`src/rtl/assert_macros.svh`:
```
// Assertion helpers for the decoder, clocked on aclk and held off during reset
`ifndef ASSERT_MACROS_SVH
`define ASSERT_MACROS_SVH

// Check a property on every rising edge once reset is released
`define CHK_ALWAYS(label, prop, msg) \
    label: assert property (@(posedge aclk) disable iff (!aresetn) (prop)) else $error(msg);

// Check that a trigger implies a consequence in the same cycle
`define CHK_IMPLY(label, trig, cons, msg) \
    label: assert property (@(posedge aclk) disable iff (!aresetn) (trig) |-> (cons)) \
        else $error(msg);

`endif

```
`src/rtl/glzw_pkg.sv`:
```
package glzw_pkg;

    localparam int MAX_CODE_BITS = 12;
    localparam int TABLE_AW      = 12;
    localparam int TABLE_DEPTH   = 1 << TABLE_AW;

    typedef enum logic [2:0] {
        S_IDLE,
        S_POP,
        S_DECODE,
        S_FIRSTP,
        S_FIRSTC,
        S_UNWIND,
        S_ADD
    } state_t;

    typedef enum logic [2:0] {
        PH_AWAIT_CLEAR,
        PH_FIRST,
        PH_NORMAL,
        PH_END,
        PH_ERROR
    } phase_t;

    typedef enum logic [1:0] {
        FN_PUSH,
        FN_PULL,
        FN_RESTART,
        FN_NONE
    } func_t;

    typedef enum logic [2:0] {
        ST_PIXEL,
        ST_ACCEPT,
        ST_REFUSE,
        ST_NEED,
        ST_CONTROL,
        ST_END,
        ST_ERROR
    } status_t;

    typedef enum logic [1:0] {
        PX_ZERO,
        PX_STACK,
        PX_CODE
    } pix_sel_t;

    typedef struct packed {
        logic     push_byte;
        logic     restart;
        logic     take_code;
        logic     reset_dict;
        logic     set_prev;
        logic     pop_start;
        logic     latch_fp;
        logic     chain_start;
        logic     chain_step;
        logic     chain_end;
        logic     add_entry;
        logic     emit;
        status_t  emit_status;
        pix_sel_t emit_pix;
    } cmd_t;

    typedef struct packed {
        logic stack_nonempty;
        logic buf_full;
        logic enough_bits;
        logic code_is_cc;
        logic code_is_eoi;
        logic code_gt_cc;
        logic code_le_nfc;
        logic chain_more;
    } sts_t;

endpackage

```
`src/rtl/glzw_ctrl.sv`:
```
module glzw_ctrl (
    input  logic           aclk,
    input  logic           aresetn,
    input  logic           s_tvalid,
    input  logic [1:0]     s_func,
    input  logic           out_free,
    input  glzw_pkg::sts_t sts,
    output logic           s_tready,
    output glzw_pkg::cmd_t cmd
);

    glzw_pkg::state_t state_reg, state_next;
    glzw_pkg::phase_t phase_reg, phase_next;
    logic             accept;

    assign s_tready = (state_reg == glzw_pkg::S_IDLE) && out_free;
    assign accept   = s_tvalid && s_tready;

    always_comb begin
        state_next = state_reg;
        phase_next = phase_reg;
        unique case (state_reg)
            glzw_pkg::S_IDLE: begin
                if (accept) begin
                    if (s_func == glzw_pkg::FN_RESTART) begin
                        phase_next = glzw_pkg::PH_AWAIT_CLEAR;
                    end else if (s_func == glzw_pkg::FN_PULL) begin
                        if (sts.stack_nonempty) begin
                            state_next = glzw_pkg::S_POP;
                        end else if (phase_reg != glzw_pkg::PH_END &&
                                     phase_reg != glzw_pkg::PH_ERROR &&
                                     sts.enough_bits) begin
                            state_next = glzw_pkg::S_DECODE;
                        end
                    end
                end
            end
            glzw_pkg::S_POP: state_next = glzw_pkg::S_IDLE;
            glzw_pkg::S_DECODE: begin
                state_next = glzw_pkg::S_IDLE;
                if (phase_reg == glzw_pkg::PH_AWAIT_CLEAR) begin
                    phase_next = sts.code_is_cc ? glzw_pkg::PH_FIRST : glzw_pkg::PH_ERROR;
                end else if (sts.code_is_cc) begin
                    phase_next = glzw_pkg::PH_FIRST;
                end else if (sts.code_is_eoi) begin
                    phase_next = glzw_pkg::PH_END;
                end else if (phase_reg == glzw_pkg::PH_FIRST) begin
                    phase_next = sts.code_gt_cc ? glzw_pkg::PH_ERROR : glzw_pkg::PH_NORMAL;
                end else if (sts.code_le_nfc) begin
                    state_next = glzw_pkg::S_FIRSTP;
                end else begin
                    phase_next = glzw_pkg::PH_ERROR;
                end
            end
            glzw_pkg::S_FIRSTP: state_next = glzw_pkg::S_FIRSTC;
            glzw_pkg::S_FIRSTC: state_next = glzw_pkg::S_UNWIND;
            glzw_pkg::S_UNWIND: begin
                if (!sts.chain_more) begin
                    state_next = glzw_pkg::S_ADD;
                end
            end
            glzw_pkg::S_ADD: begin
                state_next = sts.stack_nonempty ? glzw_pkg::S_POP : glzw_pkg::S_IDLE;
            end
            default: state_next = glzw_pkg::S_IDLE;
        endcase
    end

    always_comb begin
        cmd             = '0;
        cmd.emit_status = glzw_pkg::ST_PIXEL;
        cmd.emit_pix    = glzw_pkg::PX_ZERO;
        unique case (state_reg)
            glzw_pkg::S_IDLE: begin
                if (accept) begin
                    cmd.emit = 1'b1;
                    case (s_func)
                        glzw_pkg::FN_PUSH: begin
                            if (sts.buf_full) begin
                                cmd.emit_status = glzw_pkg::ST_REFUSE;
                            end else begin
                                cmd.push_byte   = 1'b1;
                                cmd.emit_status = glzw_pkg::ST_ACCEPT;
                            end
                        end
                        glzw_pkg::FN_RESTART: begin
                            cmd.restart     = 1'b1;
                            cmd.emit_status = glzw_pkg::ST_CONTROL;
                        end
                        glzw_pkg::FN_PULL: begin
                            if (sts.stack_nonempty) begin
                                cmd.emit      = 1'b0;
                                cmd.pop_start = 1'b1;
                            end else if (phase_reg == glzw_pkg::PH_END) begin
                                cmd.emit_status = glzw_pkg::ST_END;
                            end else if (phase_reg == glzw_pkg::PH_ERROR) begin
                                cmd.emit_status = glzw_pkg::ST_ERROR;
                            end else if (!sts.enough_bits) begin
                                cmd.emit_status = glzw_pkg::ST_NEED;
                            end else begin
                                cmd.emit      = 1'b0;
                                cmd.take_code = 1'b1;
                            end
                        end
                        default: cmd.emit_status = glzw_pkg::ST_REFUSE;
                    endcase
                end
            end
            glzw_pkg::S_POP: begin
                cmd.emit     = 1'b1;
                cmd.emit_pix = glzw_pkg::PX_STACK;
            end
            glzw_pkg::S_DECODE: begin
                cmd.emit = 1'b1;
                if (phase_reg == glzw_pkg::PH_AWAIT_CLEAR) begin
                    if (sts.code_is_cc) begin
                        cmd.reset_dict  = 1'b1;
                        cmd.emit_status = glzw_pkg::ST_CONTROL;
                    end else begin
                        cmd.emit_status = glzw_pkg::ST_ERROR;
                    end
                end else if (sts.code_is_cc) begin
                    cmd.reset_dict  = 1'b1;
                    cmd.emit_status = glzw_pkg::ST_CONTROL;
                end else if (sts.code_is_eoi) begin
                    cmd.emit_status = glzw_pkg::ST_END;
                end else if (phase_reg == glzw_pkg::PH_FIRST) begin
                    if (sts.code_gt_cc) begin
                        cmd.emit_status = glzw_pkg::ST_ERROR;
                    end else begin
                        cmd.set_prev = 1'b1;
                        cmd.emit_pix = glzw_pkg::PX_CODE;
                    end
                end else if (sts.code_le_nfc) begin
                    cmd.emit = 1'b0;
                end else begin
                    cmd.emit_status = glzw_pkg::ST_ERROR;
                end
            end
            glzw_pkg::S_FIRSTP: cmd.latch_fp = 1'b1;
            glzw_pkg::S_FIRSTC: cmd.chain_start = 1'b1;
            glzw_pkg::S_UNWIND: begin
                if (sts.chain_more) begin
                    cmd.chain_step = 1'b1;
                end else begin
                    cmd.chain_end = 1'b1;
                end
            end
            glzw_pkg::S_ADD: begin
                cmd.add_entry = 1'b1;
                cmd.set_prev  = 1'b1;
                if (sts.stack_nonempty) begin
                    cmd.pop_start = 1'b1;
                end else begin
                    cmd.emit        = 1'b1;
                    cmd.emit_status = glzw_pkg::ST_NEED;
                end
            end
            default: cmd = '0;
        endcase
    end

    always_ff @(posedge aclk) begin
        if (!aresetn) begin
            state_reg <= glzw_pkg::S_IDLE;
            phase_reg <= glzw_pkg::PH_AWAIT_CLEAR;
        end else begin
            state_reg <= state_next;
            phase_reg <= phase_next;
        end
    end

endmodule
```
`config.mk`:
```
export PLATFORM = sky130hd
export DESIGN_NAME = glzw_ctrl
export DESIGN_NICKNAME = d
export VERILOG_FILES = /design/src/rtl/assert_macros.svh /design/src/rtl/glzw_pkg.sv /design/src/rtl/glzw_ctrl.sv
export SDC_FILE = /design/constraint.sdc
export NUM_CORES = 1
export LEC_CHECK = 0
export BUFFER_PORTS_ARGS = -buffer_cell sky130_fd_sc_hd__buf_2
export CAP_MARGIN = 5
export CORE_ASPECT_RATIO = 1.2
export CORE_UTILIZATION = 40
export DETAILED_ROUTE_END_ITERATION = 8
export PLACE_DENSITY = 0.7
export RECOVER_POWER = 25
export SLEW_MARGIN = 20
export SYNTH_ARGS = -nofsm -noshare
export SYNTH_HDL_FRONTEND = slang
export SYNTH_SLANG_ARGS = --single-unit
```
`constraint.sdc`:
```
create_clock -name aclk -period 3.5 [get_ports aclk]
set_input_delay 0.175 -clock aclk [delete_from_list [all_inputs] [get_ports aclk]]
set_output_delay 0.175 -clock aclk [all_outputs]
set_load 0.02 [all_outputs]
```
Word-level counts from Yosys, hierarchy flattened
Index checks and enable logic that the tools add are counted.
- reductions and logical operators: 10
- mux-type cells: 84
- equality and inequality tests: 20
- operator list (kind ; count):
    3-bit two-way mux ; 26
    1-bit two-way mux ; 34
    2-bit two-way mux ; 14
    3-bit one-hot mux with 3 select lines ; 2
    3-bit one-hot mux with 6 select lines ; 1
    3-bit == test (second input constant) ; 4
    3-bit by 2-bit == test with 1-bit output (second input constant) ; 3
    4-bit two-way mux ; 2
    3-bit by 1-bit == test with 1-bit output (second input constant) ; 2
    3-bit zero test ; 2
    2-bit inequality test (second input constant) ; 3
    3-bit by 2-bit inequality test with 1-bit output (second input constant) ; 2
    6-bit inequality test (second input constant) ; 1
    3-bit one-hot mux with 2 select lines ; 1
    5-bit AND reduction ; 1
    1-bit logical AND ; 4
    2-bit by 1-bit inequality test with 1-bit output (second input constant) ; 2
    1-bit one-hot mux with 2 select lines ; 2
    1-bit one-hot mux with 4 select lines ; 1
    2-bit one-hot mux with 2 select lines ; 1
    4-bit AND reduction ; 1
    3-bit inequality test (second input constant) ; 1
    2-bit by 1-bit == test with 1-bit output (second input constant) ; 1
    2-bit == test (second input constant) ; 1
    other kinds (2) ; 2
- register bits: 6
- word-level logic and storage cells: 116

Logic depth before layout (Yosys ltp)
Gate-level depths: netlist of run 1.
- depth after elaboration: 9
- depth in mapped cells: 5

Worst setup path after synthesis of run 1
OpenSTA, ideal clock, no wires.
- path type: reg-to-output
- start point: reg state_reg[1]
- end point: out cmd[16] (netlist bit)
- path buffers: 1
- arrival: 1514 ps
- setup slack: 1811 ps
- cell stages (with the launch flop): 5
- cell sequence: dfxtp_1 buf_6 nor3_2 nand3_2 nor4_1
- RTL lines (what ; RTL line ; text):
    from (decl) ; glzw_ctrl.sv:12 ; glzw_pkg::state_t state_reg, state_next;
    from (signal assigned) ; glzw_ctrl.sv:165 ; state_reg <= glzw_pkg::S_IDLE;
    from (signal assigned) ; glzw_ctrl.sv:168 ; state_reg <= state_next;
    to (decl) ; glzw_ctrl.sv:9 ; output glzw_pkg::cmd_t cmd

==> results of run 1 <==
how the worst min path moves through the flow:
stage	endpoint	cells after the start
detailed placement	state_reg[0]	3
global placement	phase_reg[1]	3
CTS	state_reg[0]	3
global route	phase_reg[1]	3
finish	state_reg[0]	3
floorplan	state_reg[0]	2
cell families (layout without fill, tap and decap cells):
group,Yosys count,in the layout,synth area share
compound gates,29,29,0.294
buf+inv,11,38,0.0876
flops,6,6,0.159
simple gates,58,58,0.460
Yosys cell counts (2+ instances only):
cell      instances
a21oi_1           4
a31oi_1           2
and2_1            2
and3_1            2
buf_2             2
buf_4             2
buf_6             2
dfxtp_1           6
inv_1             4
nand2_1          11
nand2b_1          2
nor2_1           10
nor2b_1           4
nor3_1            8
nor3b_1           4
nor4_1            2
o21ai_0           6
o31ai_1           2
power by group:
group	switching (uW)	leakage (uW)	internal, uW
Combinational	32.6	0.000342	21.7
Clock	20.5	0.0000138	38.5
Sequential	2.26	0.0000484	69.5
through the flow:
stage / total power [uW] / std cells
2_1_floorplan: 106 / 104
3_3_place_gp: 127 / 146
3_5_place_dp: 127 / 146
4_1_cts: 190 / 149
5_1_grt: 198 / 149
6_report: 185 / 149
per-layer routing:
metal / wire length [um] / global-route usage / vias to the layer above
met1: 874 / 0.249 / 394
met3: 77 / 0.0293 / 0
met5: 0 / 0 / -
li1: - / - / 446
met4: 0 / 0.0806 / 0
met2: 933 / 0.336 / 22
final cells by class:
class,instances,area share
clock buffer,3,0.0250
sequential,6,0.133
inverter,4,0.0166
timing repair buffer,31,0.168
tap,18,0.0250
multi-input combinational,87,0.632
tightest hold or removal path, stage by stage:
cell and delay (ps):
buf_2 150, nand2_1 60, o21ai_0 70
==> results.sh, run 1 <==
export IMPL_status="finished clean"
export IMPL_core_area_um2=1700
export IMPL_grt_max_degree=14
export IMPL_gp_congestion=0.831
export IMPL_grt_remaining_overflow=0
export IMPL_cp_max_fo=11
export IMPL_min_from="aresetn"
export IMPL_ir_drop_mv=0.161
export IMPL_timing_max_slew_rel_slack=0.723
export IMPL_holdWs_ps=261
export IMPL_die_area_um2=2070
export IMPL_cap_violations=0
export IMPL_syn_nets=118
export IMPL_cts_root_buf="clkbuf_4"
export IMPL_synth_distinct_cells=47
export IMPL_io_buffers=31
export IMPL_ys_seq_area_frac=0.159
export IMPL_mappedNetlistArea_um2=757
export IMPL_p_leak_uw=0.000405
export IMPL_wirelength_mm=1.89
export IMPL_clk_pin_slew_ps=40
export IMPL_crit_cells=5
export IMPL_final_common_cell="buf_2"
export IMPL_drive_gt1_frac=0.328
export IMPL_worstPathRequired_ps=3320
export IMPL_cts_buffers=3
export IMPL_ff_latch_area_um2=120
export IMPL_num_vias=862
export IMPL_reg2reg_setup_slack_ps=2050
export IMPL_io_pins=32
export IMPL_report_final_hold_viol_count=0
export IMPL_post_dp_cell_area_um2=883
export IMPL_dr_pass1_iters=4
export IMPL_cp_endpoint="cmd[12]"
export IMPL_cts_tree="yes"
export IMPL_critPathLaunch="state_reg[1]"
export IMPL_drc=0
export IMPL_r2r_end="state_reg[1]"
export IMPL_final_cell_mix="buf_2 (28), nand2_1 (11), nor2_1 (10)"
export IMPL_cts_setup_buffers=0
export IMPL_crit_slowest_cell="dfxtp_1"
export IMPL_yosys_area_top_type="dfxtp_1"
export IMPL_dieHeight_um=49.7
export IMPL_cts_resized=0
export IMPL_synth_flop_cell="dfxtp_1"
export IMPL_setup_slack_ps=1520
export IMPL_fin_crit_sh=0.565
export IMPL_cts_hold_buffers=0
export IMPL_area_delta_synth_final_pct=19.2
export IMPL_viasPerCell=5.79
export IMPL_antenna_found_initial=0
export IMPL_synth_edf_count=0
export IMPL_crit_arrival_ps=1800
export IMPL_numClockSinks=6
export IMPL_path_delay_family="simple AND/OR/NAND/NOR gates"
export IMPL_max_stage_delay_ps=510
export IMPL_grt_pass1_wl_mm=3.36
export IMPL_skew_ps=1.56
export IMPL_fin_area_um2=902
export IMPL_rsz0062_at_grt="no"
export IMPL_crit_chain="nor3b_1 > nand2b_1 > nor3_1 > or2_2 > buf_2"
export IMPL_setup_viol=0
export IMPL_grt_pass1_vias=805
export IMPL_final_util=0.530
export IMPL_num_antenna_cells=0
export IMPL_tightest_slew_ps=412
export IMPL_synth_async_reset_ratio=0
export IMPL_clk_latency_ps=230
export IMPL_min_period_ps=1980
export IMPL_tns_ps=0
export IMPL_drt_iter0_markers=17
export IMPL_avgRoutedWirePerCell_um=12.7
export IMPL_synth_cells=104
export IMPL_synth_area_leaders="dfxtp_1 (16%), nand2_1 (5.5%), nor3_1 (5.3%)"
export IMPL_power_density_nw_per_um2=205
export IMPL_htreeDepth=1
export IMPL_cp_start_kind="flop"
export IMPL_final_nets=147
export IMPL_synth_area_per_cell_um2=7.28
export IMPL_multi_input_area_um2=571
export IMPL_die_w_um=41.7
export IMPL_reg2regPathDepth=4
export IMPL_fillerInstances=183
export IMPL_end_kind="output port"
export IMPL_hpwl_mm=1.52
export IMPL_min_path_type="input port to flop"
export IMPL_post_place_ws_ps=1770
export IMPL_start_util=0.445
export IMPL_timing_rr_start="phase_reg[1]"
export IMPL_fmax_ghz=0.506
export IMPL_rows=16
export IMPL_crit_buf_inv=1
export IMPL_report_final_slew_viol_count=0
export IMPL_ys_ff_latch=6
export IMPL_postRouteAntennaNets=0
export IMPL_synth_warning_count=0
export IMPL_track_usage=0.199
export IMPL_path_class="flop to output port"
export IMPL_cts_buffer_depth=2
export IMPL_yosysTopAreaCellShare=0.159
(Power assumes the default switching activity.)
==> inputs of run 2 (changes only) <==
Settings changed: ABC_AREA set to 1, PLACE_DENSITY 0.7 to 0.73.
Clock period 3.5 ns to 1.8 ns, I/O delays scaled along.
==> results.sh, run 2 <==
export IMPL_final_cell_mix="buf_2 (29), nor2_1 (28), nand2_1 (27)"
export IMPL_clk_pin_slew_ps=40
export IMPL_path_class="flop to output port"
export IMPL_place_inst=179
export IMPL_area_delta_synth_final_pct=26.7
export IMPL_swShare=0.326
export IMPL_synth_commonest_cells="nor2_1 (29), nand2_1 (27), inv_1 (19)"
export IMPL_fillerInstances=175
export IMPL_io_pins=32
export IMPL_final_nets=180
export IMPL_end_kind="output port"
export IMPL_drive_gt1_frac=0.329
export IMPL_die_area_um2=2050
export IMPL_grt_remaining_overflow=0
export IMPL_mappedNetlistArea_um2=749
export IMPL_critPathLaunch="state_reg[1]"
export IMPL_grt_pass1_wl_mm=2.92
export IMPL_postRouteAntennaNets=0
export IMPL_htreeDepth=1
export IMPL_fmax_ghz=0.601
export IMPL_cts_buffer_depth=2
export IMPL_synth_async_reset_ratio=0
export IMPL_drt_iter0_markers=15
export IMPL_rows=16
export IMPL_synth_distinct_cells=26
export IMPL_clk_latency_ps=240
export IMPL_numClockSinks=6
export IMPL_fin_crit_sh=0.924
export IMPL_gp_congestion=0.903
export IMPL_cp_max_fo=5
export IMPL_synth_most_common_cell="nor2_1"
export IMPL_rsz0062_at_grt="no"
export IMPL_p_sw_uw=123
export IMPL_antenna_found_initial=0
export IMPL_syn_nets=144
export IMPL_synth_flop_cell="dfxtp_1"
export IMPL_ys_ff_latch=6
export IMPL_status="finished clean"
export IMPL_cap_violations=0
export IMPL_drc=0
export IMPL_tns_ps=0
export IMPL_comb_power_share=0.316
export IMPL_viasPerCell=4.97
export IMPL_wirelength_mm=1.84
export IMPL_dr_pass1_iters=4
export IMPL_report_final_hold_viol_count=0
export IMPL_met1_length_um=904
export IMPL_intPower_uw=255
export IMPL_avgRoutedWirePerCell_um=10.1
export IMPL_ff_latch_area_um2=120
export IMPL_report_final_slew_viol_count=0
export IMPL_yosys_area_top_type="dfxtp_1"
export IMPL_clkPwrFrac=0.312
export IMPL_hpwl_mm=1.58
export IMPL_ir_drop_mv=0.287
export IMPL_timing_rr_start="phase_reg[0]"
export IMPL_skew_ps=3.23
export IMPL_cts_hold_buffers=0
export IMPL_grt_max_degree=8
export IMPL_multi_input_area_um2=534
export IMPL_synth_area_per_cell_um2=5.77
export IMPL_cp_start_kind="flop"
export IMPL_worstPathRequired_ps=1710
export IMPL_route_met3_wl_um=62
export IMPL_io_buffers=31
export IMPL_min_path_type="input port to flop"
export IMPL_synth_area_leaders="dfxtp_1 (16%), nor2_1 (15%), nand2_1 (14%)"
export IMPL_final_cells=182
export IMPL_dieHeight_um=49.4
export IMPL_power_density_nw_per_um2=398
export IMPL_timing_max_slew_rel_slack=0.784
export IMPL_holdWs_ps=116
export IMPL_synth_edf_count=0
export IMPL_synth_warning_count=0
export IMPL_routed_top_layer="met3"
export IMPL_min_period_ps=1660
export IMPL_num_vias=905
export IMPL_min_from="aresetn"
export IMPL_seqPwrFrac=0.373
export IMPL_track_usage=0.174
export IMPL_cts_buffers=3
export IMPL_core_area_um2=1700
export IMPL_met2_length_um=872
export IMPL_cts_tree="yes"
export IMPL_num_antenna_cells=0
export IMPL_grt_pass1_vias=733
export IMPL_yosysTopAreaCellShare=0.160
export IMPL_final_common_cell="buf_2"
export IMPL_synth_cells=130
export IMPL_p_leak_uw=0.000518
export IMPL_ys_seq_area_frac=0.160
export IMPL_setup_viol=0
export IMPL_die_w_um=41.5
export IMPL_crit_arrival_ps=1570
export IMPL_cts_root_buf="clkbuf_4"
export IMPL_start_util=0.440
export IMPL_tightest_slew_ps=324
-- run 2: changes by cell type after synthesis, sizes merged, moves of 3 or more --
| cell | delta |
|---|---|
| o21ai | -4 |
| inv | +19 |
| nand3 | +13 |
| nor3b | -5 |
| nand2 | +22 |
| buf | -6 |
| nor2b | -4 |
| nor2 | +22 |
| o211ai | +3 |
| nor3 | -7 |
-- run 2: stage by stage --
step,worst slack [ps],total power (uW),cell area [um^2],utilization
global placement,414,260,927,0.545
detailed placement,396,261,927,0.545
CTS,132,385,950,0.558
floorplan,414,221,749,-
global route,11.4,406,950,0.558
finish,137,378,950,0.558
-- run 2: worst paths after layout --
kind	endpoint	slack, ps	cells past startpoint
max	cmd[3]	140	9
min	phase_reg[1]	120	3
max reg2reg	phase_reg[0]	530	8
min reg2reg	phase_reg[0]	540	2
-- run 2: final cells by class --
cell class,instances,area share
inverters,24,0.103
well taps,18,0.0237
flip-flops and latches,6,0.126
repair buffers,31,0.161
multi-input cells,100,0.563
clock buffers,3,0.0237
-- run 2: cell families after synthesis --
group / synth area share
flops: 0.160
compound gates: 0.120
buf+inv: 0.130
simple gates: 0.589
-- run 2: timing repair --
action	4_1_cts	5_1_grt
endpoints found under the setup margin	0	1
buffers inserted	0	0
endpoints found under the hold margin	0	0
gates resized for setup	0	1
-- run 2: power by group through the flow --
| stage | Clock [uW] | Combinational (uW) | Sequential (uW) |
|---|---|---|---|
| 2_1_floorplan | 0 | 79.5 | 142 |
| 3_5_place_dp | 0 | 118 | 143 |
| 4_1_cts | 126 | 119 | 140 |
| 5_1_grt | 133 | 132 | 141 |
| 6_report | 118 | 119 | 141 |
| 3_3_place_gp | 0 | 117 | 143 |
-- run 2: metal layers --
metal | vias up | GRT usage
met5 | - | 0
met4 | 0 | 0.0484
met3 | 0 | 0
met2 | 20 | 0.299
met1 | 401 | 0.238
li1 | 484 | -
-- run 2: worst max-delay path, stage by stage (launching register included) --
cell and delay (ps):
dfxtp_1 410, inv_2 90, nor2_4 110, nand2_2 100
inv_4 100, nand2_2 60, nor2_1 160, nand2_1 80
nand3_1 60, buf_2 160
==> inputs of run 3 (changes only) <==
Settings changed: CTS_CLUSTER_DIAMETER set to 80, PLACE_DENSITY 0.73 to 0.7.
Clock period 1.8 ns to 1.57 ns, I/O delays scaled along.
==> results.sh, run 3 (synthesized netlist as in run 2, its figures left out) <==
export IMPL_num_vias=946
export IMPL_dr_pass1_iters=4
export IMPL_tns_ps=0
export IMPL_final_cell_mix="buf_2 (27), nand2_1 (25), nor2_1 (23)"
export IMPL_grt_remaining_overflow=0
export IMPL_io_pins=32
export IMPL_reg2reg_setup_slack_ps=320
export IMPL_ir_drop_mv=0.452
export IMPL_setup_slack_ps=63.1
export IMPL_path_class="flop to output port"
export IMPL_skew_ps=4.18
export IMPL_min_from="aresetn"
export IMPL_post_place_ws_ps=179
export IMPL_reg2regPathDepth=9
export IMPL_clk_latency_ps=240
export IMPL_cp_start_kind="flop"
export IMPL_viasPerCell=5.09
export IMPL_cts_tree="yes"
export IMPL_grt_pass1_wl_mm=3.46
export IMPL_timing_max_slew_rel_slack=0.854
export IMPL_final_cells=186
export IMPL_hpwl_mm=1.69
export IMPL_dieHeight_um=49.4
export IMPL_timing_rr_start="state_reg[0]"
export IMPL_htreeDepth=1
export IMPL_rsz0062_at_grt="yes"
export IMPL_grt_max_degree=8
export IMPL_holdPathStages=3
export IMPL_p_leak_uw=0.000577
export IMPL_drive_gt1_frac=0.470
export IMPL_io_buffers=31
export IMPL_min_path_type="input port to flop"
export IMPL_drc=0
export IMPL_crit_top_cell="nor2_4"
export IMPL_drt_iter0_markers=9
export IMPL_track_usage=0.207
export IMPL_die_w_um=41.5
export IMPL_r2r_end="state_reg[0]"
export IMPL_final_common_cell="buf_2"
export IMPL_core_area_um2=1700
export IMPL_place_inst=179
export IMPL_cts_buffers=3
export IMPL_cp_max_fo=5
export IMPL_wirelength_mm=2.20
export IMPL_end_kind="output port"
export IMPL_antenna_found_initial=0
export IMPL_fmax_ghz=0.664
export IMPL_tightest_slew_ps=219
export IMPL_power_density_nw_per_um2=425
export IMPL_cap_violations=0
export IMPL_die_area_um2=2050
export IMPL_crit_slowest_cell="dfxtp_4"
export IMPL_crit_arrival_ps=1430
export IMPL_area_delta_synth_final_pct=45.7
export IMPL_cts_buffer_depth=2
export IMPL_start_util=0.440
export IMPL_postRouteAntennaNets=0
export IMPL_setup_viol=0
export IMPL_gp_congestion=0.913
export IMPL_fin_crit_sh=0.960
export IMPL_grt_pass1_vias=850
export IMPL_clk_pin_slew_ps=40
export IMPL_max_stage_delay_ps=360
export IMPL_status="finished clean"
export IMPL_report_final_hold_viol_count=0
export IMPL_num_antenna_cells=0
export IMPL_numClockSinks=6
export IMPL_worstPathRequired_ps=1490
export IMPL_cts_root_buf="clkbuf_4"
export IMPL_whs_endpoint="phase_reg[1]"
export IMPL_report_final_slew_viol_count=0
export IMPL_min_period_ps=1510
export IMPL_avgRoutedWirePerCell_um=11.8
export IMPL_cts_hold_buffers=0
export IMPL_rows=16
export IMPL_total_power_uw=465
export IMPL_final_nets=184
export IMPL_crit_chain="inv_2 > nor2_4 > nand2_4 > inv_6 > nand2_2 > nor2_4 > nand2_1 > nand3_2 > buf_6"
run 3: cell types whose count changed in the layout (fill, tap and decap cells not counted), sizes merged:
cell,change
clkbuf,-2
buf,+6
run 3: layout make-up:
cell class | count | area [um^2]
clock buffers | 3 | 22.5
fillers | 168 | 609
inverters | 24 | 105
multi-input cells | 100 | 611
flip-flops and latches | 6 | 133
well taps | 18 | 22.5
repair buffers | 35 | 199
run 3: worst max path at each step:
stage                     cells past startpoint         start  endpoint
after detailed placement                      9  state_reg[1]    cmd[3]
final                                         9  state_reg[1]    cmd[3]
after floorplan                               6  state_reg[1]    cmd[5]
after global routing                          9  state_reg[1]    cmd[3]
after global placement                        9  state_reg[1]    cmd[3]
after CTS                                     8  phase_reg[1]    cmd[3]
run 3: through the flow:
stage | util | instance area, um^2 | hold WS [ps]
floorplan | - | 749 | 199
global placement | 0.545 | 927 | 346
global route | 0.642 | 1090 | 101
finish | 0.642 | 1090 | 90.1
detailed placement | 0.545 | 927 | 348
CTS | 0.565 | 962 | 92.0
run 3: critical path: cells and delay by family (launching register included):
family,cells,cell delay [ps]
flip-flops,1,360
buffers and inverters,3,250
AND/OR/NAND/NOR,6,570
run 3: per-layer routing:
metal	track usage	vias to the layer above	wire, um
met5	0	-	0
met4	0.0591	0	15
met3	0.0556	2	112
met2	0.370	27	1180
met1	0.237	430	887
li1	-	487	-
run 3: repair_timing:
item,CTS,global route
gates resized for setup,5,33
buffers inserted,0,4
endpoints found under the setup margin,3,5
pin swaps,1,5
endpoints found under the hold margin,0,0
run 3: where the power goes:
group | total, uW | internal [uW] | leakage, uW | switching (uW)
combinational | 165 | 63.4 | 0.000511 | 102
clock | 137 | 86.2 | 0.0000138 | 51.2
sequential | 162 | 155 | 0.0000521 | 6.63
